===== src/coc_pkg.sv =====
package coc_pkg;

   // Field widths
   localparam int NumW     = 16;
   localparam int LenW     = 16;
   localparam int ErrW     = 6;
   localparam int PresentW = 19;
   localparam int SeenW    = 13;
   localparam int RuleLenW = 11;
   localparam int PresIdxW = 5;
   localparam int SeenIdxW = 4;

   // Error mask bit positions
   localparam int ErrRepeat      = 0;
   localparam int ErrCritRepeat  = 1;
   localparam int ErrLength      = 2;
   localparam int ErrCritLength  = 3;
   localparam int ErrUnknown     = 4;
   localparam int ErrCritUnknown = 5;

   // Result of looking up one option number
   typedef struct packed {
      logic                found;
      logic [PresIdxW-1:0] pres_idx;
      logic [RuleLenW-1:0] min_len;
      logic [RuleLenW-1:0] max_len;
      logic                once;
      logic [SeenIdxW-1:0] seen_idx;
   } rule_type;

   function automatic rule_type mk_rule(input int pidx, input int mn, input int mx,
                                        input logic once, input int sidx);
      rule_type r;
      r.found    = 1'b1;
      r.pres_idx = PresIdxW'(pidx);
      r.min_len  = RuleLenW'(mn);
      r.max_len  = RuleLenW'(mx);
      r.once     = once;
      r.seen_idx = SeenIdxW'(sidx);
      return r;
   endfunction

   // Option rule table, keyed by option number
   function automatic rule_type lookup_rule(input logic [NumW-1:0] num);
      rule_type r;
      r = '0;
      case (num)
         16'd1:   r = mk_rule(0,  0, 8,    1'b0, 0);   // If-Match
         16'd3:   r = mk_rule(1,  1, 255,  1'b1, 0);   // Uri-Host
         16'd4:   r = mk_rule(2,  1, 8,    1'b0, 0);   // ETag
         16'd5:   r = mk_rule(3,  0, 0,    1'b1, 1);   // If-None-Match
         16'd6:   r = mk_rule(4,  0, 3,    1'b1, 2);   // Observe
         16'd7:   r = mk_rule(5,  0, 2,    1'b1, 3);   // Uri-Port
         16'd8:   r = mk_rule(6,  0, 255,  1'b0, 0);   // Location-Path
         16'd11:  r = mk_rule(7,  0, 255,  1'b0, 0);   // Uri-Path
         16'd12:  r = mk_rule(8,  0, 2,    1'b1, 4);   // Content-Format
         16'd14:  r = mk_rule(9,  0, 4,    1'b1, 5);   // Max-Age
         16'd15:  r = mk_rule(10, 0, 255,  1'b0, 0);   // Uri-Query
         16'd17:  r = mk_rule(11, 0, 2,    1'b1, 6);   // Accept
         16'd20:  r = mk_rule(12, 0, 255,  1'b0, 0);   // Location-Query
         16'd35:  r = mk_rule(13, 1, 1034, 1'b1, 7);   // Proxy-Uri
         16'd39:  r = mk_rule(14, 1, 255,  1'b1, 8);   // Proxy-Scheme
         16'd60:  r = mk_rule(15, 0, 4,    1'b1, 9);   // Size1
         16'd28:  r = mk_rule(16, 0, 4,    1'b1, 10);  // Size2
         16'd27:  r = mk_rule(17, 0, 3,    1'b1, 11);  // Block1
         16'd23:  r = mk_rule(18, 0, 3,    1'b1, 12);  // Block2
         default: r = '0;
      endcase
      return r;
   endfunction

   // Map the non-repeatable seen set onto present-mask positions
   function automatic logic [PresentW-1:0] seen_to_present(input logic [SeenW-1:0] s);
      logic [PresentW-1:0] p;
      p     = '0;
      p[1]  = s[0];
      p[3]  = s[1];
      p[4]  = s[2];
      p[5]  = s[3];
      p[8]  = s[4];
      p[9]  = s[5];
      p[11] = s[6];
      p[13] = s[7];
      p[14] = s[8];
      p[15] = s[9];
      p[16] = s[10];
      p[17] = s[11];
      p[18] = s[12];
      return p;
   endfunction

endpackage


===== src/coap_option_checker_core.sv =====
// Channel  | Ports                                                  | Direction
// ---------+--------------------------------------------------------+----------
// request  | req_valid req_ready req_option_number req_value_length | in
//          | req_last_option                                        |
// response | rsp_valid rsp_ready rsp_error_mask rsp_present_mask    | out
//          | rsp_message_done                                       |
//
// One beat per cycle sustained while the response side is ready; a request beat is
// captured in the input register and its result in the result register, with one table
// lookup and one seen-set update between them.
// Synchronous active-high reset clears the valid bits and the per-message state.
// A stalled response holds both stages; the request side is ready whenever the
// input register is empty or moving on.
module coap_option_checker_core (
   input  logic                              clock,
   input  logic                              reset,
   input  logic                              req_valid,
   output logic                              req_ready,
   input  logic [coc_pkg::NumW-1:0]          req_option_number,
   input  logic [coc_pkg::LenW-1:0]          req_value_length,
   input  logic                              req_last_option,
   output logic                              rsp_valid,
   input  logic                              rsp_ready,
   output logic [coc_pkg::ErrW-1:0]          rsp_error_mask,
   output logic [coc_pkg::PresentW-1:0]      rsp_present_mask,
   output logic                              rsp_message_done
);

   // Input register
   logic                         s1_valid_ff, s1_valid_in;
   logic [coc_pkg::NumW-1:0]     s1_num_ff;
   logic [coc_pkg::LenW-1:0]     s1_len_ff;
   logic                         s1_last_ff;

   // Result register
   logic                         out_valid_ff, out_valid_in;
   logic [coc_pkg::ErrW-1:0]     out_err_ff, out_err_in;
   logic [coc_pkg::PresentW-1:0] out_pres_ff, out_pres_in;
   logic                         out_done_ff;

   // Per-message state
   logic [coc_pkg::SeenW-1:0]    seen_ff, seen_in;
   logic [coc_pkg::ErrW-1:0]     errs_ff, errs_in;
   logic [coc_pkg::PresentW-1:0] pres_ff, pres_in;

   logic                         out_free;
   logic                         s1_adv;
   logic                         req_take;
   coc_pkg::rule_type            rule;
   logic                         crit;
   logic                         len_bad;
   logic                         rep_hit;
   logic [coc_pkg::SeenW-1:0]    seen_bit;
   logic [coc_pkg::ErrW-1:0]     new_errs;

   // Handshake flow
   assign out_free  = !out_valid_ff || rsp_ready;
   assign s1_adv    = s1_valid_ff && out_free;
   assign req_ready = !s1_valid_ff || out_free;
   assign req_take  = req_valid && req_ready;

   // Check one option against its rule
   always_comb begin
      rule     = coc_pkg::lookup_rule(s1_num_ff);
      crit     = s1_num_ff[0];
      len_bad  = (s1_len_ff < {{(coc_pkg::LenW-coc_pkg::RuleLenW){1'b0}}, rule.min_len}) ||
                 (s1_len_ff > {{(coc_pkg::LenW-coc_pkg::RuleLenW){1'b0}}, rule.max_len});
      seen_bit = coc_pkg::SeenW'(1) << rule.seen_idx;
      rep_hit  = rule.once && ((seen_ff & seen_bit) != '0);
      new_errs = '0;
      if (rule.found) begin
         if (len_bad) begin
            new_errs[crit ? coc_pkg::ErrCritLength : coc_pkg::ErrLength] = 1'b1;
         end
         if (rep_hit) begin
            new_errs[crit ? coc_pkg::ErrCritRepeat : coc_pkg::ErrRepeat] = 1'b1;
         end
      end else begin
         new_errs[crit ? coc_pkg::ErrCritUnknown : coc_pkg::ErrUnknown] = 1'b1;
      end
      out_err_in  = errs_ff | new_errs;
      out_pres_in = pres_ff;
      if (rule.found) begin
         out_pres_in[rule.pres_idx] = 1'b1;
      end
   end

   // Next state: advance the message state, clear at its end
   always_comb begin
      s1_valid_in  = req_take ? 1'b1 : (s1_adv ? 1'b0 : s1_valid_ff);
      out_valid_in = s1_adv ? 1'b1 : (rsp_ready ? 1'b0 : out_valid_ff);
      seen_in      = seen_ff;
      errs_in      = errs_ff;
      pres_in      = pres_ff;
      if (s1_adv) begin
         if (s1_last_ff) begin
            seen_in = '0;
            errs_in = '0;
            pres_in = '0;
         end else begin
            if (rule.found && rule.once) begin
               seen_in = seen_ff | seen_bit;
            end
            errs_in = out_err_in;
            pres_in = out_pres_in;
         end
      end
   end

   // Control registers
   always_ff @(posedge clock) begin
      if (reset) begin
         s1_valid_ff  <= 1'b0;
         out_valid_ff <= 1'b0;
         seen_ff      <= '0;
         errs_ff      <= '0;
         pres_ff      <= '0;
      end else begin
         s1_valid_ff  <= s1_valid_in;
         out_valid_ff <= out_valid_in;
         seen_ff      <= seen_in;
         errs_ff      <= errs_in;
         pres_ff      <= pres_in;
      end
   end

   // Payload registers: load input beat, hold result while stalled
   always_ff @(posedge clock) begin
      if (req_take) begin
         s1_num_ff  <= req_option_number;
         s1_len_ff  <= req_value_length;
         s1_last_ff <= req_last_option;
      end
      if (s1_adv) begin
         out_err_ff  <= out_err_in;
         out_pres_ff <= out_pres_in;
         out_done_ff <= s1_last_ff;
      end
   end

   assign rsp_valid        = out_valid_ff;
   assign rsp_error_mask   = out_err_ff;
   assign rsp_present_mask = out_pres_ff;
   assign rsp_message_done = out_done_ff;

`ifndef ASSERT_OFF
   // End of message leaves the state clear
   a_clear_on_last: assert property (@(posedge clock) disable iff (reset)
      s1_adv && s1_last_ff |=> seen_ff == '0 && errs_ff == '0 && pres_ff == '0)
      else $error("message state not cleared after last option");

   // Every seen non-repeatable option is also marked present
   a_seen_in_present: assert property (@(posedge clock) disable iff (reset)
      (coc_pkg::seen_to_present(seen_ff) & ~pres_ff) == '0)
      else $error("seen option missing from present mask");

   // Mid-message, present and error sets only grow
   a_monotone: assert property (@(posedge clock) disable iff (reset)
      s1_adv && !s1_last_ff |=> ((pres_ff & $past(pres_ff)) == $past(pres_ff)) &&
                                ((errs_ff & $past(errs_ff)) == $past(errs_ff)))
      else $error("message state lost bits mid-message");

   // An unknown option never adds a present bit
   a_unknown_no_present: assert property (@(posedge clock) disable iff (reset)
      s1_adv && !rule.found |=> out_pres_ff == $past(pres_ff))
      else $error("unknown option set a present bit");
`endif

endmodule

===== config.mk =====
export PLATFORM = sky130hd
export DESIGN_NAME = coap_option_checker_core
export DESIGN_NICKNAME = d
export VERILOG_FILES = /design/src/coc_pkg.sv /design/src/coap_option_checker_core.sv
export SDC_FILE = /design/constraint.sdc
export NUM_CORES = 1
export LEC_CHECK = 0
export ABC_CLOCK_PERIOD_IN_PS = 3700
export BUFFER_PORTS_ARGS = -buffer_cell sky130_fd_sc_hd__buf_4
export CELL_PAD_IN_SITES_DETAIL_PLACEMENT = 1
export CELL_PAD_IN_SITES_GLOBAL_PLACEMENT = 2
export CORE_MARGIN = 4
export CORE_UTILIZATION = 38
export DETAILED_ROUTE_END_ITERATION = 8
export PLACE_DENSITY_LB_ADDON = 0.1
export SLEW_MARGIN = 20
export SYNTH_ARGS = -nofsm -noshare
export SYNTH_HDL_FRONTEND = slang
export SYNTH_SLANG_ARGS = --single-unit

===== constraint.sdc =====
create_clock -name clock -period 3.7 [get_ports clock]
set_input_delay 0.37 -clock clock [delete_from_list [all_inputs] [get_ports clock]]
set_output_delay 0.37 -clock clock [all_outputs]
set_load 0.02 [all_outputs]

Word level (Yosys, flattened, before mapping)

Memories as Yosys holds them, arrays and structs flattened. A register that Yosys moved wholly into a read port is not among the register bits.
Cells that the tools add are included.
Widths: inputs -> output; s select.

Memories: 1
Input bits: 37
Register bits: 99
ROM bits: 1,344
Output and inout bits: 28
Word-level logic and storage cells: 73

Memory list:

| name             | depth | bits a word | rd ports | clocked after Yosys merged registers in | write ports | RTL line      | source |
|---|---|---|---|---|---|---|---|
| (name not given) | 64    | 21          | 1        | 1                                       | 0           | coc_pkg.sv:47 | `case (num)` |

Shifts and indexed selects: 1
Order comparisons: 10
Bitwise logic cells: 5
Muxes and demuxes: 26
Reductions and logical operators: 19

Operators with widths:

| cell                 | count |
|---|---|
| $mux 19              | 2 |
| $mux 6               | 6 |
| $mux 33              | 1 |
| $mux 13              | 2 |
| $or 19x19->19        | 1 |
| $gt 16x11->1         | 1 |
| $lt 16x11->1         | 1 |
| $and 13x13->13       | 1 |
| $or 13x13->13        | 1 |
| $reduce_bool 13->1   | 1 |
| $shl 1x4->13 const A | 1 |
| $or 6x6->6           | 2 |
| $mux 1               | 11 |
| $logic_not 10->1     | 1 |
| $demux 1 s3          | 3 |
| $logic_and 1x1->1    | 8 |
| $lt 5x6->1 const B   | 1 |
| $reduce_bool 2->1    | 3 |
| $demux 1 s5          | 1 |
| $ge 5x1->1 const B   | 1 |
| $lt 1x4->1 const B   | 1 |
| $lt 2x4->1 const B   | 1 |
| $lt 3x4->1 const B   | 1 |
| $ge 3x1->1 const B   | 1 |
| 5 further kinds      | 8 |

Longest topological paths before layout

Gate-level depths: netlist of the first run.

Depth in word-level cells: 12
Mapped depth: 15
Mapped depth without buffers: 13

Worst setup path before layout of the first run

Ideal clock, no wire load.

Path type: reg2reg
Start: register out_valid_ff, in the netlist rsp_valid
End: register (tool-made name)
Path buffers: 2
Arrival time: 3.183 ns
Library setup time: 0.091 ns
Period minus slack after synthesis: 3.274 ns
Data required time: 3.609 ns
Stages on the path, launching flop included: 14
Slack: 0.426 ns
Path through: dfxtp_1 > and3b_1 > buf_6 > inv_2 > nand2_1 > inv_1 > a21oi_1 > inv_1 > ha_1 > clkbuf_1 > inv_1 > nor3_1 > nor3_1 > a311oi_1

RTL lines:

| item                   | RTL line                        | source |
|---|---|---|
| start, declared        | coap_option_checker_core.sv:36  | `logic out_valid_ff, out_valid_in;` |
| start signal, assigned | coap_option_checker_core.sv:120 | `out_valid_ff <= out_valid_in;` |

Final worst setup path of the first run

Start: register s1_num_ff[7] in the netlist's numbering
End: register out_err_ff (netlist bit rsp_error_mask[3]) (data pin)

Longest elaborated chain between the ends: 10
Elaborated cells on any way between the ends: 15

RTL lines:

| item                                         | RTL line                                                       | source |
|---|---|---|
| start, declared                              | coap_option_checker_core.sv:31                                 | `logic [coc_pkg::NumW-1:0] s1_num_ff;` |
| start signal, assigned                       | coap_option_checker_core.sv:130                                | `s1_num_ff <= req_option_number;` |
| $logic_not 10->1 *                           | coc_pkg.sv:47                                                  |  |
| $mux 33 *                                    | coc_pkg.sv:47                                                  |  |
| $lt 16x11->1 or $gt 16x11->1 (tied branches) | coap_option_checker_core.sv:66, coap_option_checker_core.sv:67 |  |
| $logic_or 1x1->1                             | coap_option_checker_core.sv:66                                 | `len_bad = (s1_len_ff < {{(coc_pkg::LenW-coc_pkg::RuleLenW){1'b0}}, rule.min_len}) \|\|` |
| $mux 6                                       | coap_option_checker_core.sv:72                                 | `if (len_bad) begin` |
| $mux 6                                       | coap_option_checker_core.sv:71                                 | `if (rule.found) begin` |
| $or 6x6->6 (no source line)                  | --                                                             |  |
| $mux 6                                       | coap_option_checker_core.sv:75                                 | `if (rep_hit) begin` |
| $mux 6 *                                     | coap_option_checker_core.sv:71                                 |  |
| $or 6x6->6 *                                 | coap_option_checker_core.sv:81                                 | `out_err_in = errs_ff \| new_errs;` |
| via out_err_in, one bit                      | coap_option_checker_core.sv:37                                 | `logic [coc_pkg::ErrW-1:0] out_err_ff, out_err_in;` |
| end signal, assigned                         | coap_option_checker_core.sv:135                                | `out_err_ff <= out_err_in;` |
| end, declared                                | coap_option_checker_core.sv:37                                 |  |

The timed path passes the listed nets; every way through them passes the cells marked *. The select of a mux whose other input is x is not followed.
A chain may end at the register's enable or synchronous reset.

==> metrics.txt, run 1 <==
data required time of the worst path=3.83 ns; worst-margin pin slew=0.778 ns; outcome=finished, final reports clean; type of destination of the critical path=register; Via-to-Cell Ratio=5.58; setup total negative slack=0 ns; power density of the placed cells=504 nW/um^2; maximum VDD drop=0.000353 V; Worst R2R Path Depth=9; number of synthesized flops with an enable pin=59; count of instances resized after the clock tree is built=0; shortest clock period the worst path allows after layout=3.28 ns; number of fill cells=1522; clock transition at the register clock pins on the worst setup and hold paths after CTS=0.05 ns; Initial Util=0.387; maximum operating frequency=305 MHz; critical-path maximum fanout=4; pin count of the biggest net entering global routing=35; routability-driven placement congestion ratio=0.899; Worst Skew=0.0122 ns; Antenna Violating Nets Remaining=0; synthesis-to-layout area growth=22.5%; source-to-sink clock delay at the later pin of the worst-skew pair=0.41 ns; number of antenna cells inserted=0; highest-count cells in the layout ignoring fill and taps=71 x buf_4, 59 x edfxtp_1, 58 x dfxtp_1; Core Area=13800 sq um; first-pass GRT wire length=24.1 mm; class of the tightest hold or removal check=in2reg; router iterations before antenna repair=4; number of placement rows=43; dominant register cell in the synthesized netlist=edfxtp_1; vias in the first global route=4415; TritonCTS clock tree=built; count of routing violations after the opening detailed-route iteration=254; htree depth=4; y dimension of the die=127 microns; root buffer cell=clkbuf_16; CTS Buf Count=17; relative slew slack=0.480; share of synthesized registers carrying an async set or reset=0; cts hold-fix bufs=0; PnR Total Power=3.31 mW; average instance area after synthesis=10.8 sq um; Post-Synthesis Cell Area=5350 sq um; count of unique library cells instantiated by Yosys=66; fraction of layout cells with a size suffix above 1=0.218; Avg WL per Cell=19.5 microns; count of synthesis-stage warnings from yosys=0; syn nets=548; number of buffers inserted by port buffering=64; IO Count=65; Arrival @ worst endpoint=3.41 ns; path type of the worst setup path=reg2reg; worst hold path stage count=1; FF+latch count, synth=117; synthesized instance count=497; final setup violation count=0; Final nets=617; total setup buffers inserted after CTS=0; number of max-slew violations in the final report=0; post-DP HPWL=10.6 mm; global route total overflow=0; via count=4239; antenna violations before repair=0; die span in x=127 microns; number of maximum-capacitance violations=0; leakage power total=2.55 nW; global-route usage over all layers=0.192; final hold viol count=0; Die ar.=16100 sq um; most common cell after layout, fill and taps aside=buf_4; final critical-path share of the clock period=0.887; residual DRC count=0; setup repair after global routing missed its margin=false; startpoint type of the worst setup path=register; maximum clock insertion buffer count=2; total wire length after detailed routing=14.8 mm; count of clock tree sinks=117; post-synthesis sequential area ratio=0.548
-- synthesized netlist by cell type, types with 3 or more instances --
| cell | instances | area (sq um) |
|---|---|---|
| o21ai_0 | 13 | 65.1 |
| nor4_2 | 4 | 50.1 |
| and2_1 | 3 | 18.8 |
| or3_1 | 4 | 25.0 |
| o211ai_2 | 5 | 62.6 |
| inv_1 | 17 | 63.8 |
| o211ai_1 | 6 | 45.0 |
| nand4_1 | 4 | 25.0 |
| a221oi_1 | 3 | 26.3 |
| nor3_2 | 4 | 40.0 |
| a22oi_1 | 4 | 30.0 |
| nor4_1 | 8 | 50.1 |
| nand3_1 | 14 | 70.1 |
| a21o_1 | 18 | 135 |
| buf_2 | 5 | 25.0 |
| or4_1 | 4 | 30.0 |
| edfxtp_1 | 59 | 1770 |
| nand2b_1 | 8 | 50.1 |
| ha_1 | 14 | 175 |
| nor2b_1 | 3 | 18.8 |
| nand4b_1 | 4 | 35.0 |
| nor3_1 | 11 | 55.1 |
| dfxtp_1 | 58 | 1160 |
| buf_6 | 3 | 33.8 |
| a21oi_1 | 43 | 215 |
| clkbuf_1 | 13 | 48.8 |
| mux2_2 | 3 | 33.8 |
| a31oi_1 | 11 | 68.8 |
| a31o_2 | 4 | 35.0 |
| a211oi_1 | 6 | 45.0 |
| o31ai_1 | 7 | 52.6 |
| o221ai_1 | 3 | 26.3 |
| nand2_1 | 29 | 109 |
| nor2_1 | 55 | 206 |
| mux2i_1 | 3 | 30.0 |
-- power by group --
| group | switching, mW | internal [mW] | leakage (nW) |
|---|---|---|---|
| Combinational | 0.198 | 0.117 | 1.24 |
| Sequential | 0.0450 | 1.42 | 1.04 |
| Clock | 0.534 | 0.989 | 0.269 |
-- stage by stage --
step	cells	setup WS (ns)	util	hold slack, ns	cell area [sq um]
after global routing	759	0.209	0.474	0.105	6560
after global placement	727	0.604	0.434	0.440	6000
after CTS	759	0.383	0.474	0.118	6560
final	759	0.419	0.474	0.139	6560
after detailed placement	727	0.400	0.434	0.446	6000
after floorplan	497	0.426	-	0.419	5350
-- area by class of cell --
class	instances	area [sq um]	share of cell area
Sequential cell	117	2930	0.447
Multi-Input combinational cell	341	2250	0.342
Timing Repair Buffer	71	533	0.0813
Clock buffer	27	503	0.0767
Tap cell	180	225	0.0343
Inverter	18	67.6	0.0103
Clock inverter	5	51.3	0.00782
-- layer usage --
metal  global-route usage  vias to the layer above  wire length [microns]
met4               0.0574                        0                    164
met5                    0                        -                      0
met3               0.0615                       11                    642
met2                0.283                      104                   6710
li1                     -                     2038                      -
met1                0.272                     2086                   7280
-- cells by family (layout without fill, tap and decap cells) --
kind of cell | after synthesis | in the layout | synth area share
simple gates | 168 | 168 | 0.170
compound gates | 150 | 150 | 0.198
flops | 117 | 117 | 0.548
buf+inv | 39 | 121 | 0.0327
fa+ha+maj | 14 | 14 | 0.0327
mux | 7 | 7 | 0.0161
xor+xnor | 2 | 2 | 0.00327
-- critical path, cell delays in order (launching register included) --
cell and delay [ns]:
edfxtp_1 0.37, nor4_2 0.45, and3_1 0.25, nand2_1 0.13, ha_1 0.33, a2111o_1 0.42, a211oi_1 0.30, nand2_1 0.08
o21ai_0 0.54, o31ai_1 0.12
-- path summary, 6_finish.rpt --
kind / start / end / slack [ns]
max: s1_num_ff[7] / rsp_error_mask[3] / 0.42
min: req_option_number[11] / s1_num_ff[11] / 0.14
max reg2reg: s1_num_ff[7] / rsp_error_mask[3] / 0.42
min reg2reg: seen_ff[11] / seen_ff[11] / 0.46
(Power assumes the default switching activity.)
==> inputs of run 2 (changes only) <==
RECOVER_POWER = 100   (was default)
==> run 2 against run 1 <==
  * First-iteration DRC count decreased by 1.2%
  * Count of clock-buffer cells in the layout unchanged
  * Critical path depth unchanged
  * Die area unchanged
  * Setup slack improved by 0.011 ns
  * Routed wire length increased by 0.14%
  * Total power decreased by 0.50%
  * Critical endpoint unchanged
  * Worst hold slack about the same
  * Highest routed layer unchanged
  * Utilization decreased by 1.3 points
  * Non-clock buffer count unchanged
  * Clock power about the same
==> metrics.txt, run 2 (synthesis results as in run 1) <==
outcome=finished, final reports clean; Arrival @ worst endpoint=3.40 ns (about the same); source-to-sink clock delay at the later pin of the worst-skew pair=0.41 ns (about the same); synthesis-to-layout area growth=19.3%; IO Count=65 (unchanged); Pint=2.51 mW (-0.61%); die span in x=127 microns (unchanged); TritonCTS clock tree=built; switching component of the power=0.776 mW (-0.13%); final critical-path share of the clock period=0.884 (-0.00307); fraction of power consumed by the clock network=0.464 (+0.003); gate family responsible for the most delay along the worst path=compound AO/OA/AOI/OAI gates; pin count of the biggest net entering global routing=35 (unchanged); total wire length after detailed routing=14.8 mm (+0.14%); count of routing violations after the opening detailed-route iteration=251 (-1.2%); worst-case setup margin in the final layout=0.430 ns (+0.0114 ns); number of placement rows=43 (unchanged); maximum clock insertion buffer count=2 (unchanged); shortest clock period the worst path allows after layout=3.27 ns (-0.0114 ns); Final nets=617 (unchanged); Die ar.=16100 sq um (unchanged); count of clock tree sinks=117 (unchanged); sequential cell fraction of total power=0.446 (+0.002); relative slew slack=0.135 (-0.345); router iterations before antenna repair=5 (+1); worst setup slack before clock tree synthesis=0.400 ns (unchanged); final hold viol count=0 (unchanged); logic gate share of total power=0.090 (-0.005); routability-driven placement congestion ratio=0.899 (unchanged); power density of the placed cells=515 nW/um^2 (+2.2%); post-DP HPWL=10.6 mm (unchanged); total setup buffers inserted after CTS=0 (unchanged); first-pass GRT wire length=24.1 mm (unchanged); Antenna Violating Nets Remaining=0 (unchanged); slowest stage cell, crit path=o21ai_0; setup total negative slack=0 ns (unchanged); Worst R2R Path Depth=9 (unchanged); maximum operating frequency=306 MHz (+0.35%); htree depth=4 (unchanged); cell seen most often among critical-path stages=nand2_1; worst-margin pin slew=1.29 ns (+0.510 ns); vias in the first global route=4415 (unchanged); class of the tightest hold or removal check=in2reg; r2r endpoint=rsp_error_mask[3]; Core Area=13800 sq um (unchanged); Initial Util=0.387 (unchanged); fraction of layout cells with a size suffix above 1=0.142 (-0.0760); CTS Buf Count=17 (unchanged); crit path cell chain=nor4_2 > and3_1 > nand2_1 > ha_1 > a2111o_1 > a211oi_1 > nand2_1 > o21ai_0 > o31ai_1; startpoint type of the worst setup path=register; number of max-slew violations in the final report=0 (unchanged); Avg WL per Cell=19.5 microns (+0.14%); global route total overflow=0 (unchanged); maximum VDD drop=0.000351 V (-0.55%); FF-to-FF setup slack=0.43 ns (about the same); highest-count cells in the layout ignoring fill and taps=59 x edfxtp_1, 58 x dfxtp_1, 55 x nor2_1; type of destination of the critical path=register; Worst Skew=0.0118 ns (-0.000379 ns); number of cells on the critical path=9 (unchanged); launch point of the critical path=s1_num_ff[13]; post-layout instance count excluding filler cells=759 (unchanged); setup repair after global routing missed its margin=false; beginning of the worst register-to-register path=s1_num_ff[13]; clock transition at the register clock pins on the worst setup and hold paths after CTS=0.06 ns (about the same); via count=4248 (+0.21%); final setup violation count=0 (unchanged); Via-to-Cell Ratio=5.60 (+0.21%); data required time of the worst path=3.83 ns (about the same); most common cell after layout, fill and taps aside=edfxtp_1; buffer and inverter count on the worst path=0 (unchanged); path type of the worst setup path=reg2reg; placed cell count=727 (unchanged); Worst setup endpoint=rsp_error_mask[3]; root buffer cell=clkbuf_16; count of instances resized after the clock tree is built=0 (unchanged); number of buffers inserted by port buffering=64 (unchanged); y dimension of the die=127 microns (unchanged); antenna violations before repair=0 (unchanged); Final Cell Area=6380 sq um (-2.7%); critical-path maximum fanout=4 (unchanged); cts hold-fix bufs=0 (unchanged); final-layout worst hold slack=0.138 ns (-0.000159 ns); number of antenna cells inserted=0 (unchanged); area after detailed placement=6000 sq um (unchanged); global-route usage over all layers=0.192 (unchanged); leakage power total=2.40 nW (-5.6%); switching fraction of total power=0.236 (+0.000863); residual DRC count=0 (unchanged); number of maximum-capacitance violations=0 (unchanged); Crit path largest cell delay=0.55 ns (about the same)
## run 2: worst min path at each step
| stage | from | endpoint | slack (ns) | cells past startpoint |
|---|---|---|---|---|
| after detailed placement | errs_ff[0] | errs_ff[0] | 0.45 | 2 |
| after global routing | reset | rsp_valid | 0.12 | 2 |
| after floorplan | errs_ff[0] | errs_ff[0] | 0.42 | 2 |
| after global placement | errs_ff[0] | errs_ff[0] | 0.44 | 2 |
| after CTS | req_last_option | s1_last_ff | 0.12 | 1 |
| final | reset | s1_valid_ff | 0.14 | 2 |
## run 2: area by class of cell
type | instances | area [sq um]
Clock inverter | 5 | 51.3
Multi-Input combinational cell | 341 | 2210
Timing Repair Buffer | 71 | 399
Inverter | 18 | 67.6
Fill cell | 1540 | 7440
Clock buffer | 27 | 503
Sequential cell | 117 | 2930
Tap cell | 180 | 225
## run 2: metal layers
layer | GRT usage | part of all wire
met1 | 0.272 | 0.48
met2 | 0.283 | 0.45
met3 | 0.0615 | 0.051
met4 | 0.0574 | 0.012
met5 | 0 | 0
## run 2: power by group through the flow
stage | clock, mW | sequential (mW) | combinational (mW)
floorplan | 0 | 1.49 | 0.186
global placement | 0 | 1.49 | 0.309
detailed placement | 0 | 1.49 | 0.314
CTS | 1.56 | 1.47 | 0.316
global route | 1.64 | 1.47 | 0.328
finish | 1.53 | 1.47 | 0.297
## run 2: through the flow
step                utilization  total power [mW]
floorplan                     -              1.68
global placement          0.434              1.80
detailed placement        0.434              1.81
CTS                       0.474              3.35
global route              0.462              3.44
finish                    0.462              3.29
==> inputs of run 3 (changes only) <==
--- a/config.mk
+++ b/config.mk
@@ -14,3 +14,3 @@
 export DETAILED_ROUTE_END_ITERATION = 8
-export PLACE_DENSITY_LB_ADDON = 0.1
+export PLACE_DENSITY_LB_ADDON = 0.25
 export RECOVER_POWER = 100
==> constraint.sdc (replaced) <==
create_clock -name clock -period 3.7 [get_ports clock]
set_input_delay 0 -clock clock [delete_from_list [all_inputs] [get_ports clock]]
set_output_delay 0 -clock clock [all_outputs]
set_load 0.02 [all_outputs]
==> run 3 against run 2 <==
  * The run now ends with max-capacitance violations, max-slew violations left
  * Setup slack improved by 0.030 ns
  * Die area unchanged
  * Global-route usage is 0.51 points higher
  * Routed wire length rose by 4.7%
  * Register-to-register slack better by 0.03 ns
  * Sequential power about the same
  * Non-clock buffer count rose by 34
  * First-iteration DRC count up 10%
  * Maximum frequency up 0.91%
  * Clock skew is 0.0032 ns higher
  * Flip-flop and latch count did not move
  * Worst hold slack about the same
  * Largest power group is now registers
  * Highest routed layer unchanged
==> metrics.txt, run 3 (synthesis results as in run 1) <==
root buffer cell=clkbuf_16; antenna violations before repair=0 (unchanged); leakage power total=2.50 nW (+4.2%); setup repair after global routing missed its margin=false; IO Count=65 (unchanged); post-layout instance count excluding filler cells=793 (+4.5%); vias in the first global route=4541 (+2.9%); via count=4403 (+3.6%); worst-case setup margin in the final layout=0.460 ns (+0.0295 ns); power density of the placed cells=485 nW/um^2 (-5.8%); worst-case hold path end point=s1_valid_ff; global route total overflow=0 (unchanged); post-DP HPWL=10.5 mm (-1.1%); synthesis-to-layout area growth=24.6%; final hold viol count=0 (unchanged); class of the tightest hold or removal check=in2reg; fraction of layout cells with a size suffix above 1=0.127 (-0.0144); critical-path maximum fanout=4 (unchanged); number of placement rows=43 (unchanged); slowest stage cell, crit path=nor4_2; htree depth=4 (unchanged); highest-count cells in the layout ignoring fill and taps=59 x edfxtp_1, 58 x dfxtp_1, 55 x nor2_1; Worst Skew=0.0149 ns (+0.00316 ns); logic gate share of total power=0.100 (+0.010); final critical-path share of the clock period=0.876 (-0.00798); placed cell count=726 (-0.14%); FF-to-FF setup slack=0.46 ns (+0.03 ns); maximum clock insertion buffer count=2 (unchanged); Final nets=651 (+5.5%); maximum operating frequency=309 MHz (+0.91%); cell seen most often among critical-path stages=nand2_1; Die ar.=16100 sq um (unchanged); router iterations before antenna repair=5 (unchanged); type of destination of the critical path=register; PnR Total Power=3.24 mW (-1.6%); switching fraction of total power=0.255 (+0.0190); violated checks=max-capacitance violations, max-slew violations; number of max-slew violations in the final report=38 (+38); worst-margin pin slew=1.93 ns (+0.643 ns); most common cell after layout, fill and taps aside=edfxtp_1; global-route usage over all layers=0.197 (+0.00513); startpoint type of the worst setup path=register; Pint=2.41 mW (-4.1%); Crit path largest cell delay=0.49 ns (-0.06 ns); source-to-sink clock delay at the later pin of the worst-skew pair=0.42 ns (about the same); met1 layer usage reported by global route=0.242 (-0.0301); total wire length after detailed routing=15.5 mm (+4.7%); path type of the worst setup path=reg2reg; setup total negative slack=0 ns (unchanged); final setup violation count=0 (unchanged); CTS Buf Count=17 (unchanged); number of buffers inserted by port buffering=64 (unchanged); number of antenna cells inserted=0 (unchanged); worst hold path startpoint=req_valid; Arrival @ worst endpoint=3.38 ns (-0.02 ns); Avg WL per Cell=19.6 microns (+0.19%); global-route track usage on met2=0.347 (+0.0648); Antenna Violating Nets Remaining=0 (unchanged); number of fill cells=1500 (-2.6%); TritonCTS clock tree=built; switching component of the power=0.825 mW (+6.3%); count of routing violations after the opening detailed-route iteration=277 (+10%); routability-driven placement congestion ratio=0.857 (-4.6%); first-pass GRT wire length=24.8 mm (+3.1%); fraction of power consumed by the clock network=0.446 (-0.018); Worst R2R Path Depth=9 (unchanged); number of maximum-capacitance violations=1 (+1); r2r endpoint=rsp_error_mask[2]; y dimension of the die=127 microns (unchanged); crit path cell chain=nor4_2 > and3_1 > nand2_1 > ha_1 > a2111o_1 > a211oi_1 > nand2_1 > o21ai_0 > o31ai_1; sequential cell fraction of total power=0.454 (+0.008); total setup buffers inserted after CTS=0 (unchanged); maximum VDD drop=0.000291 V (-17%); worst setup slack before clock tree synthesis=0.466 ns (+0.0660 ns); pin count of the biggest net entering global routing=38 (+8.6%); beginning of the worst register-to-register path=s1_num_ff[13]; Initial Util=0.387 (unchanged); Core Area=13800 sq um (unchanged); clock transition at the register clock pins on the worst setup and hold paths after CTS=0.06 ns (about the same); Via-to-Cell Ratio=5.55 (-0.80%); outcome=finished with violations; shortest clock period the worst path allows after layout=3.24 ns (-0.0295 ns); routing layer with the top usage in global route=met2; residual DRC count=0 (unchanged); data required time of the worst path=3.84 ns (about the same); worst hold path stage count=3 (+1); met3 GRT Util=0.0438 (-0.0177); count of clock tree sinks=117 (unchanged); relative slew slack=-0.287 (-0.422); die span in x=127 microns (unchanged)
## run 3: timing repair
action / 4_1_cts / 5_1_grt
endpoints found under the hold margin: 35 / 0
gates resized for setup: 0 / 0
hold buffers: 35 / 0
## run 3: cell type report
type / count / area, sq um / area share
repair buffers: 105 / 731 / 0.110
clock inverters: 9 / 57.6 / 0.00863
inverters: 18 / 67.6 / 0.0101
clock buffers: 23 / 458 / 0.0686
flip-flops and latches: 117 / 2930 / 0.440
multi-input cells: 341 / 2200 / 0.330
well taps: 180 / 225 / 0.0338
## run 3: power by group through the flow
stage	combinational (mW)	sequential [mW]	clock [mW]
after global placement	0.307	1.50	0
after floorplan	0.186	1.49	0
after detailed placement	0.309	1.50	0
final	0.323	1.47	1.44
after global routing	0.353	1.48	1.54
after CTS	0.341	1.47	1.47
## run 3: worst max-delay path by stage
stage / startpoint / endpoint / slack, ns
after floorplan: rsp_valid / register / 0.43
final: s1_num_ff[13] / rsp_error_mask[2] / 0.46
after detailed placement: s1_num_ff[12] / rsp_error_mask[3] / 0.47
after CTS: s1_num_ff[13] / rsp_error_mask[2] / 0.41
after global routing: rsp_valid / seen_ff[0] / 0.13
after global placement: s1_num_ff[13] / rsp_error_mask[2] / 0.66
## run 3: per-stage QoR
stage | cell area [sq um] | util | hold slack (ns)
detailed placement | 6000 | 0.434 | 0.180
CTS | 6860 | 0.496 | 0.100
global route | 6670 | 0.482 | 0.168
global placement | 6000 | 0.434 | 0.178
finish | 6670 | 0.482 | 0.139
floorplan | 5350 | - | 0.0691
## run 3: routing by layer
layer | vias up | routed length [microns]
li1 | 2095 | -
met1 | 2170 | 6820
met2 | 114 | 7910
met3 | 24 | 551
met4 | 0 | 227
met5 | - | 0
## run 3: critical path: cells and delay by family (launching register included)
family	cells	cell delay (ns)
AND/OR/NAND/NOR	4	0.98
flip-flops	1	0.37
adder cells (fa/ha/maj)	1	0.31
AO/OA/AOI/OAI	4	1.30
